`config.mk`:
```
export PLATFORM = sky130hd
export DESIGN_NAME = hash_bucket_table
export DESIGN_NICKNAME = d
export VERILOG_FILES = /design/src/rtl/core/hbt_pkg.sv /design/src/rtl/core/hbt_ram.sv /design/src/rtl/core/hash_bucket_table.sv
export SDC_FILE = /design/constraint.sdc
export NUM_CORES = 2
export LEC_CHECK = 0
export BUFFER_PORTS_ARGS = -buffer_cell sky130_fd_sc_hd__buf_2
export CORE_MARGIN = 2
export CORE_UTILIZATION = 62
export CTS_CLUSTER_SIZE = 8
export DETAILED_ROUTE_END_ITERATION = 7
export PLACE_DENSITY_LB_ADDON = 0.12
export SYNTH_ARGS = -nofsm -noshare
export SYNTH_HDL_FRONTEND = slang
export SYNTH_SLANG_ARGS = --single-unit
```
`constraint.sdc`:
```
create_clock -name clk -period 12.2 [get_ports clk]
set_input_delay 2.44 -clock clk [delete_from_list [all_inputs] [get_ports clk]]
set_output_delay 2.44 -clock clk [all_outputs]
set_load 0.02 [all_outputs]
```
`src/rtl/core/hbt_pkg.sv`:
```
`timescale 1ns / 1ps
// ----------------------------------------------------------------------------
// hbt_pkg
// Shared field widths, command codes and status codes of the bucket table.
// ----------------------------------------------------------------------------
package hbt_pkg;

	localparam int KEY_W = 64;
	localparam int VAL_W = 32;
	localparam int CNT_W = 6;

	// Command codes
	localparam logic [1:0] CMD_LOOKUP = 2'd0;
	localparam logic [1:0] CMD_INSERT = 2'd1;
	localparam logic [1:0] CMD_REMOVE = 2'd2;
	localparam logic [1:0] CMD_SPLIT  = 2'd3;

	// Status codes
	localparam logic [1:0] ST_OK   = 2'd0;
	localparam logic [1:0] ST_MISS = 2'd1;
	localparam logic [1:0] ST_FULL = 2'd2;

endpackage

```
`src/rtl/core/hbt_ram.sv`:
```
`timescale 1ns / 1ps
// ----------------------------------------------------------------------------
// hbt_ram
// Generic single-write, single-read synchronous RAM with registered read.
// ----------------------------------------------------------------------------
module hbt_ram #(
	parameter int WIDTH = 96,
	parameter int DEPTH = 32
) (
	input  logic                                   clk,
	input  logic                                   we,
	input  logic [(DEPTH > 1 ? $clog2(DEPTH) : 1)-1:0] waddr,
	input  logic [WIDTH-1:0]                       wdata,
	input  logic [(DEPTH > 1 ? $clog2(DEPTH) : 1)-1:0] raddr,
	output logic [WIDTH-1:0]                       rdata
);

	logic [WIDTH-1:0] mem [DEPTH];

	// Write on enable, read every cycle
	always_ff @(posedge clk) begin
		if (we) begin
			mem[waddr] <= wdata;
		end
		rdata <= mem[raddr];
	end

endmodule

```
`src/rtl/core/hash_bucket_table.sv`:
```
`timescale 1ns / 1ps
// ----------------------------------------------------------------------------
// hash_bucket_table
// One bucket of an extendible hash table: lookup, insert, remove and split
// over up to ENTRIES key/value pairs kept densely in one synchronous RAM.
// ----------------------------------------------------------------------------
// Usage:
//   Raise start with cmd, key, value, sel_mask and sel_pattern; the item
//   is taken at an edge where busy is low. Each result shows on the result
//   ports for one cycle with done high; the receiver takes it there and then.
//   last marks the final result of an item.
// Commands:
//   insert : result in the cycle after acceptance, busy never rises, so an
//            insert may follow in the next cycle.
//   lookup : a scan over the entries held, ending early on the first hit.
//   remove : scan, read of the last slot, write back.
//   split  : a counting pass over the RAM sets the final entry count, then a
//            second pass emits moved entries and compacts the kept ones. An
//            empty split emits one result.
//   The scan reads one RAM entry per cycle; the single read port sets the rate.
// Reset: the entry count clears, RAM contents are left as they are and are
//   never used above the count. Results cannot be stalled.
// ----------------------------------------------------------------------------
module hash_bucket_table #(
	parameter int ENTRIES = 32
) (
	input  logic        clk,
	input  logic        arst_n,
	input  logic        start,
	output logic        busy,
	input  logic [1:0]  cmd,
	input  logic [63:0] key,
	input  logic [31:0] value,
	input  logic [63:0] sel_mask,
	input  logic [63:0] sel_pattern,
	output logic        done,
	output logic [1:0]  status,
	output logic [31:0] found_value,
	output logic [63:0] moved_key,
	output logic [31:0] moved_value,
	output logic        moved_valid,
	output logic [5:0]  entry_count,
	output logic        last
);

	localparam int KW = hbt_pkg::KEY_W;
	localparam int VW = hbt_pkg::VAL_W;
	localparam int OW = hbt_pkg::CNT_W;
	localparam int CW = $clog2(ENTRIES + 1);
	localparam int AW = (ENTRIES > 1) ? $clog2(ENTRIES) : 1;

	typedef enum logic [2:0] {
		S_IDLE,
		S_LOOK,
		S_REM_SCAN,
		S_REM_RD,
		S_REM_WR,
		S_SPL_CNT,
		S_SPL_MOVE
	} state_t;

	state_t          state_q;
	logic [CW-1:0]   cnt_q;
	logic [CW-1:0]   ptr_q;
	logic [CW-1:0]   keep_q;
	logic [CW-1:0]   moved_q;
	logic [CW-1:0]   emit_q;
	logic [CW-1:0]   wr_q;
	logic [AW-1:0]   found_q;
	logic [AW-1:0]   idx_s1;
	logic            vld_s1;
	logic [KW-1:0]   key_q;
	logic [KW-1:0]   mask_q;
	logic [KW-1:0]   suffix_q;

	logic            done_q;
	logic [1:0]      status_q;
	logic [VW-1:0]   found_val_q;
	logic [KW-1:0]   mkey_q;
	logic [VW-1:0]   mval_q;
	logic            mvalid_q;
	logic [OW-1:0]   ecount_q;
	logic            last_q;

	logic                scanning;
	logic                rd_issue;
	logic                scan_end;
	logic [CW-1:0]       cnt_m1;
	logic [CW-1:0]       cnt_p1;
	logic [CW-1:0]       emit_nx;
	logic                has_room;
	logic [KW+VW-1:0]    rdata;
	logic [KW-1:0]       rd_key;
	logic [VW-1:0]       rd_val;
	logic                hit_key;
	logic                hit_split;
	logic                ram_we;
	logic [AW-1:0]       ram_waddr;
	logic [KW+VW-1:0]    ram_wdata;
	logic [AW-1:0]       ram_raddr;

	// Scan control
	assign scanning = (state_q == S_LOOK) || (state_q == S_REM_SCAN) ||
	                  (state_q == S_SPL_CNT) || (state_q == S_SPL_MOVE);
	assign rd_issue = scanning && (ptr_q < cnt_q);
	assign scan_end = (ptr_q == cnt_q) && !vld_s1;
	assign cnt_m1   = cnt_q - CW'(1);
	assign cnt_p1   = cnt_q + CW'(1);
	assign emit_nx  = emit_q + CW'(1);
	assign has_room = cnt_q < CW'(ENTRIES);

	// Compare the entry read last cycle
	assign rd_key    = rdata[KW+VW-1:VW];
	assign rd_val    = rdata[VW-1:0];
	assign hit_key   = rd_key == key_q;
	assign hit_split = (rd_key & mask_q) == suffix_q;

	// RAM port steering
	always_comb begin
		ram_we    = 1'b0;
		ram_waddr = wr_q[AW-1:0];
		ram_wdata = rdata;
		ram_raddr = ptr_q[AW-1:0];
		unique case (state_q)
			S_IDLE: begin
				ram_we    = start && (cmd == hbt_pkg::CMD_INSERT) && has_room;
				ram_waddr = cnt_q[AW-1:0];
				ram_wdata = {key, value};
			end
			S_REM_RD: begin
				ram_raddr = cnt_m1[AW-1:0];
			end
			S_REM_WR: begin
				ram_we    = 1'b1;
				ram_waddr = found_q;
			end
			S_SPL_MOVE: begin
				ram_we    = vld_s1 && !hit_split;
			end
			default: begin
				ram_we = 1'b0;
			end
		endcase
	end

	hbt_ram #(
		.WIDTH(KW + VW),
		.DEPTH(ENTRIES)
	) u_store (
		.clk  (clk),
		.we   (ram_we),
		.waddr(ram_waddr),
		.wdata(ram_wdata),
		.raddr(ram_raddr),
		.rdata(rdata)
	);

	// Sequencer, scan pointer and result registers
	always_ff @(posedge clk or negedge arst_n) begin
		if (!arst_n) begin
			state_q     <= S_IDLE;
			cnt_q       <= '0;
			ptr_q       <= '0;
			keep_q      <= '0;
			moved_q     <= '0;
			emit_q      <= '0;
			wr_q        <= '0;
			found_q     <= '0;
			idx_s1      <= '0;
			vld_s1      <= 1'b0;
			key_q       <= '0;
			mask_q      <= '0;
			suffix_q    <= '0;
			done_q      <= 1'b0;
			status_q    <= hbt_pkg::ST_OK;
			found_val_q <= '0;
			mkey_q      <= '0;
			mval_q      <= '0;
			mvalid_q    <= 1'b0;
			ecount_q    <= '0;
			last_q      <= 1'b0;
		end else begin
			done_q <= 1'b0;
			vld_s1 <= rd_issue;
			if (rd_issue) begin
				ptr_q  <= ptr_q + CW'(1);
				idx_s1 <= ptr_q[AW-1:0];
			end
			unique case (state_q)
				S_IDLE: begin
					if (start) begin
						key_q    <= key;
						mask_q   <= sel_mask;
						suffix_q <= sel_pattern;
						ptr_q    <= '0;
						keep_q   <= '0;
						moved_q  <= '0;
						emit_q   <= '0;
						wr_q     <= '0;
						unique case (cmd)
							hbt_pkg::CMD_LOOKUP: state_q <= S_LOOK;
							hbt_pkg::CMD_REMOVE: state_q <= S_REM_SCAN;
							hbt_pkg::CMD_SPLIT:  state_q <= S_SPL_CNT;
							hbt_pkg::CMD_INSERT: begin
								// Append at the end, or report full
								done_q      <= 1'b1;
								found_val_q <= '0;
								mkey_q      <= '0;
								mval_q      <= '0;
								mvalid_q    <= 1'b0;
								last_q      <= 1'b1;
								if (has_room) begin
									cnt_q    <= cnt_p1;
									status_q <= hbt_pkg::ST_OK;
									ecount_q <= OW'(cnt_p1);
								end else begin
									status_q <= hbt_pkg::ST_FULL;
									ecount_q <= OW'(cnt_q);
								end
							end
							default: state_q <= S_IDLE;
						endcase
					end
				end
				S_LOOK: begin
					// Stop at the first hit, or report a miss at the end
					if ((vld_s1 && hit_key) || scan_end) begin
						state_q     <= S_IDLE;
						done_q      <= 1'b1;
						mkey_q      <= '0;
						mval_q      <= '0;
						mvalid_q    <= 1'b0;
						ecount_q    <= OW'(cnt_q);
						last_q      <= 1'b1;
						if (vld_s1 && hit_key) begin
							status_q    <= hbt_pkg::ST_OK;
							found_val_q <= rd_val;
						end else begin
							status_q    <= hbt_pkg::ST_MISS;
							found_val_q <= '0;
						end
					end
				end
				S_REM_SCAN: begin
					if (vld_s1 && hit_key) begin
						found_q <= idx_s1;
						state_q <= S_REM_RD;
					end else if (scan_end) begin
						state_q     <= S_IDLE;
						done_q      <= 1'b1;
						status_q    <= hbt_pkg::ST_MISS;
						found_val_q <= '0;
						mkey_q      <= '0;
						mval_q      <= '0;
						mvalid_q    <= 1'b0;
						ecount_q    <= OW'(cnt_q);
						last_q      <= 1'b1;
					end
				end
				S_REM_RD: begin
					// Wait for the last slot to come out of the RAM
					state_q <= S_REM_WR;
				end
				S_REM_WR: begin
					// Last entry fills the hole
					state_q     <= S_IDLE;
					cnt_q       <= cnt_m1;
					done_q      <= 1'b1;
					status_q    <= hbt_pkg::ST_OK;
					found_val_q <= '0;
					mkey_q      <= '0;
					mval_q      <= '0;
					mvalid_q    <= 1'b0;
					ecount_q    <= OW'(cnt_m1);
					last_q      <= 1'b1;
				end
				S_SPL_CNT: begin
					// First pass: count kept and moved entries
					if (vld_s1) begin
						if (hit_split) begin
							moved_q <= moved_q + CW'(1);
						end else begin
							keep_q <= keep_q + CW'(1);
						end
					end
					if (scan_end) begin
						if (moved_q == '0) begin
							state_q     <= S_IDLE;
							done_q      <= 1'b1;
							status_q    <= hbt_pkg::ST_OK;
							found_val_q <= '0;
							mkey_q      <= '0;
							mval_q      <= '0;
							mvalid_q    <= 1'b0;
							ecount_q    <= OW'(keep_q);
							last_q      <= 1'b1;
						end else begin
							ptr_q   <= '0;
							state_q <= S_SPL_MOVE;
						end
					end
				end
				S_SPL_MOVE: begin
					// Second pass: emit moved entries, compact the rest
					if (vld_s1) begin
						if (hit_split) begin
							emit_q      <= emit_nx;
							done_q      <= 1'b1;
							status_q    <= hbt_pkg::ST_OK;
							found_val_q <= '0;
							mkey_q      <= rd_key;
							mval_q      <= rd_val;
							mvalid_q    <= 1'b1;
							ecount_q    <= OW'(keep_q);
							last_q      <= emit_nx == moved_q;
						end else begin
							wr_q <= wr_q + CW'(1);
						end
					end
					if (scan_end) begin
						cnt_q   <= keep_q;
						state_q <= S_IDLE;
					end
				end
				default: state_q <= S_IDLE;
			endcase
		end
	end

	assign busy        = state_q != S_IDLE;
	assign done        = done_q;
	assign status      = status_q;
	assign found_value = found_val_q;
	assign moved_key   = mkey_q;
	assign moved_value = mval_q;
	assign moved_valid = mvalid_q;
	assign entry_count = ecount_q;
	assign last        = last_q;

	// Count never exceeds the bucket size
	a_cnt_bound: assert property (@(posedge clk) disable iff (!arst_n)
		cnt_q <= CW'(ENTRIES))
		else $error("entry count beyond bucket size");

	// Compaction never overwrites a slot not yet read
	a_compact_order: assert property (@(posedge clk) disable iff (!arst_n)
		(state_q == S_SPL_MOVE) && ram_we |-> wr_q <= CW'(idx_s1))
		else $error("compaction write ahead of the scan");

	// A result that is not the last one is followed by more work
	a_more_follow: assert property (@(posedge clk) disable iff (!arst_n)
		done_q && !last_q |=> busy)
		else $error("non-final result with the block idle");

	// Moved entries always carry a good status
	a_moved_ok: assert property (@(posedge clk) disable iff (!arst_n)
		done_q && mvalid_q |-> status_q == hbt_pkg::ST_OK)
		else $error("moved entry with a bad status");

endmodule

```
==> qor.txt <==
Outcome -> finished, final reports clean
Crit. End Element -> primary output
Slew Limit Fails -> 0
Crit path kind -> register to primary output
Sequential share of power -> 0.412
Sink Count -> 3548
Combinational share of power -> 0.293
Via density -> 6.60
Slew HR -> 0.127
Share of layout cells above drive strength 1 -> 0.245
Setup Buffers After CTS -> 0
Wire length per cell -> 33.0 um
Area leader, netlist -> edfxtp_1
Slew @ Worst Pin -> 1.30 ns
GRT Resource Usage Total -> 0.326
Placer congestion estimate -> 0.897
Final count of hold timing violations -> 0
Port bufs -> 368
Fmax achieved -> 169 MHz
Syn. warnings -> 0
Worst EP arrival -> 3.46 ns
Via count -> 73.1k
Switching Share -> 0.321
Max rail drop VDD -> 0.263 mV
Iter 0 DRT Violations -> 9699
Final #Nets -> 7944
Min setup slack post-route -> 6.30 ns
Multi-input logic area -> 33200 sq um
Sequential fraction of the synthesis area -> 0.751
Initial antenna violation count -> 10
Total routed wirelength -> 366000 um
Buf+Inv Stages, Crit Path -> 4
FF/Latch Area -> 104000 sq um
Post-Syn Area per Cell -> 19.7 sq um
Cell Chain, Critical Path -> inv_1 > ha_1 > nor2b_4 > buf_4 > inv_6 > buf_2
Hold Worst Slack -> 0.474 ns
Met3 Use GR -> 0.0710
Place WS -> 5.97 ns
Clock Tree Buf Depth -> 4
Clock power frac -> 0.295
Clk_skew -> 0.0620 ns
Ys flop type -> edfxtp_1
Leak -> 55.3 nW
Die width -> 476 um
Antenna-violating nets left -> 0
Worst-Skew Late Latency -> 1.01 ns
H-tree Lvls -> 5
Family with the most delay on the worst path -> buffers and inverters
First-pass GRT wire length -> 520000 um
Pwr/cell area -> 267 nW/um^2
Max cap viols -> 0
Cts bufs inserted -> 494
Top post-synthesis cells by area -> edfxtp_1 67%, mux4_2 13%, dfrtp_1 6.9%, mux2i_1 4.3%, nand2_1 2.4%
Final Power -> 42.2 mW
# DRC -> 0
CP Launch Type -> register
Final setup TNS -> 0 ns
Met2 Track Usage GR -> 0.498
Vias in the first global route -> 73.2k
Cell Rows -> 173
Core footprint -> 222000 sq um
Starting Density -> 0.623
GRT Residual Overflow -> 0
Total Die Area -> 227000 sq um
Netlist cell types -> 69
# IOs -> 369
Share of the synthesized area in the top cell type -> 0.668
Final Critical Period -> 5.90 ns
Post-Syn Instances -> 7030
Synth async-reset ratio -> 0.107
Post-synth EDFFs -> 3072
Period utilization -> 0.484
Layout area overhead -> 14.5%
Internal power -> 28.7 mW
# fillers -> 13.3k
Setup violators final -> 0
GR peak layer -> met2
Max stage delay on crit path -> 0.61 ns
Slowest CP cell -> ha_1
NetSw -> 13.5 mW
RSZ-0062 raised after global routing -> no
Cts repair resizes -> 0
Hold-fix buffers, CTS -> 0
Worst Path Max Fanout -> 26
Syn Nets -> 7278
Hold Path Class -> register to register
#FFs+latches synth -> 3548
Detailed Routing Iterations Pass 1 -> 7
Largest net degree at the start of global routing -> 154
Die height -> 476 um
Clock Tree Root -> clkbuf_16
Met1 Usage GRT -> 0.466
Worst path required time -> 9.76 ns
CTS tree -> done
Reg clk slew, reported paths -> 0.05 ns
Detailed Place HPWL -> 195000 um
Cell area after synthesis -> 138000 sq um
-- synth_stat cells, drive strengths merged, types with 3 or more instances --
| cell | number |
|---|---|
| edfxtp | 3072 |
| xor2 | 3 |
| o22ai | 10 |
| dfrtp | 380 |
| nor3 | 44 |
| o22a | 14 |
| nor2 | 38 |
| o21ai | 30 |
| nand2 | 898 |
| mux2 | 111 |
| mux2i | 591 |
| nand3 | 37 |
| a2111o | 5 |
| o221ai | 8 |
| xnor2 | 63 |
| o31ai | 9 |
| or3 | 4 |
| and2 | 8 |
| a21o | 22 |
| a211oi | 18 |
| inv | 40 |
| mux4 | 768 |
| a2111oi | 4 |
| nor4 | 12 |
| ha | 19 |
| buf | 169 |
| and3 | 39 |
| a22o | 130 |
| and3b | 16 |
| nand4 | 24 |
| clkbuf | 196 |
| a21boi | 18 |
| a221oi | 3 |
| dfxtp | 96 |
| nand2b | 10 |
| a21oi | 72 |
| nor2b | 21 |
-- final timing paths --
path                        startpoint          endpoint  slack [ns]  depth (start not counted)
setup / recovery            state_q[1]              busy        6.30                          6
hold / removal             moved_valid       moved_valid        0.47                          1
setup reg to reg            state_q[2]  u_store.rdata[8]        6.56                         11
hold reg to reg            moved_valid       moved_valid        0.47                          1
max in group asynchronous       arst_n         mask_q[6]        8.56                          3
min in group asynchronous       arst_n     moved_key[45]        1.41                          1
-- metal layers --
layer / vias up / routed length (um)
li1: 29600 / -
met4: 4 / 16700
met3: 712 / 37800
met1: 38500 / 141000
met2: 4389 / 171000
met5: - / 24
-- state kept, by name, summed over array words and instances (netlist names), 32 cells and up --
| signal | flops |
|---|---|
| suffix_q | 64 |
| mask_q | 64 |
| moved_key | 64 |
| u_store.mem | 3072 |
| u_store.rdata | 96 |
| key_q | 64 |
| moved_value | 32 |
| found_value | 32 |
-- cell usage in the layout, fill, tap and decap left out, types with 19 or more instances in the layout --
cell type	synthesis	layout
a21o_1	22	21
and3_1	39	39
clkbuf_16	0	498
nand3_1	37	37
nor2_1	38	38
nand2_1	897	896
nand4_1	23	23
edfxtp_1	3072	3072
a21oi_1	72	69
xnor2_1	63	63
dfxtp_1	96	96
mux2i_1	591	591
mux4_2	768	768
buf_2	35	367
a22o_1	130	130
nor3_2	1	32
inv_1	40	39
dfrtp_1	380	380
ha_1	19	19
o21ai_0	28	23
clkbuf_1	196	384
mux2_2	106	106
buf_4	3	151
nor2b_1	21	20
-- cell families after synthesis --
kind of cell               synth area share
and+or+nand+nor                      0.0355
adders and majority gates           0.00172
AOI/OAI and AO/OA                    0.0196
DFF                                   0.751
xor gates and xnor gates            0.00418
muxes                                 0.177
buffers and inverters                0.0114
-- through the flow --
step                      utilization  cell area, sq um  cells
after floorplan                     -            138000   7030
after global placement          0.649            144000  10200
after detailed placement        0.649            144000  10200
after CTS                       0.713            158000  11100
after global routing            0.713            158000  11100
final                           0.713            158000  11100
-- cell type report --
| class | count | area share |
|---|---|---|
| flip-flops and latches | 3548 | 0.656 |
| multi-input cells | 3077 | 0.210 |
| diodes | 7 | 0.000111 |
| inverters | 40 | 0.000981 |
| clock buffers | 883 | 0.0880 |
| well taps | 2975 | 0.0235 |
| repair buffers | 535 | 0.0209 |
| clock inverters | 12 | 0.00115 |
-- power by group through the flow --
stage	clock network [mW]	registers (mW)	logic, mW
4_1_cts	12.6	17.3	12.3
3_5_place_dp	0	17.6	12.3
6_report	12.4	17.4	12.4
2_1_floorplan	0	17.1	8.43
3_3_place_gp	0	17.5	11.9
5_1_grt	13.1	17.4	13.2
Power figures use the tool's default switching activity.
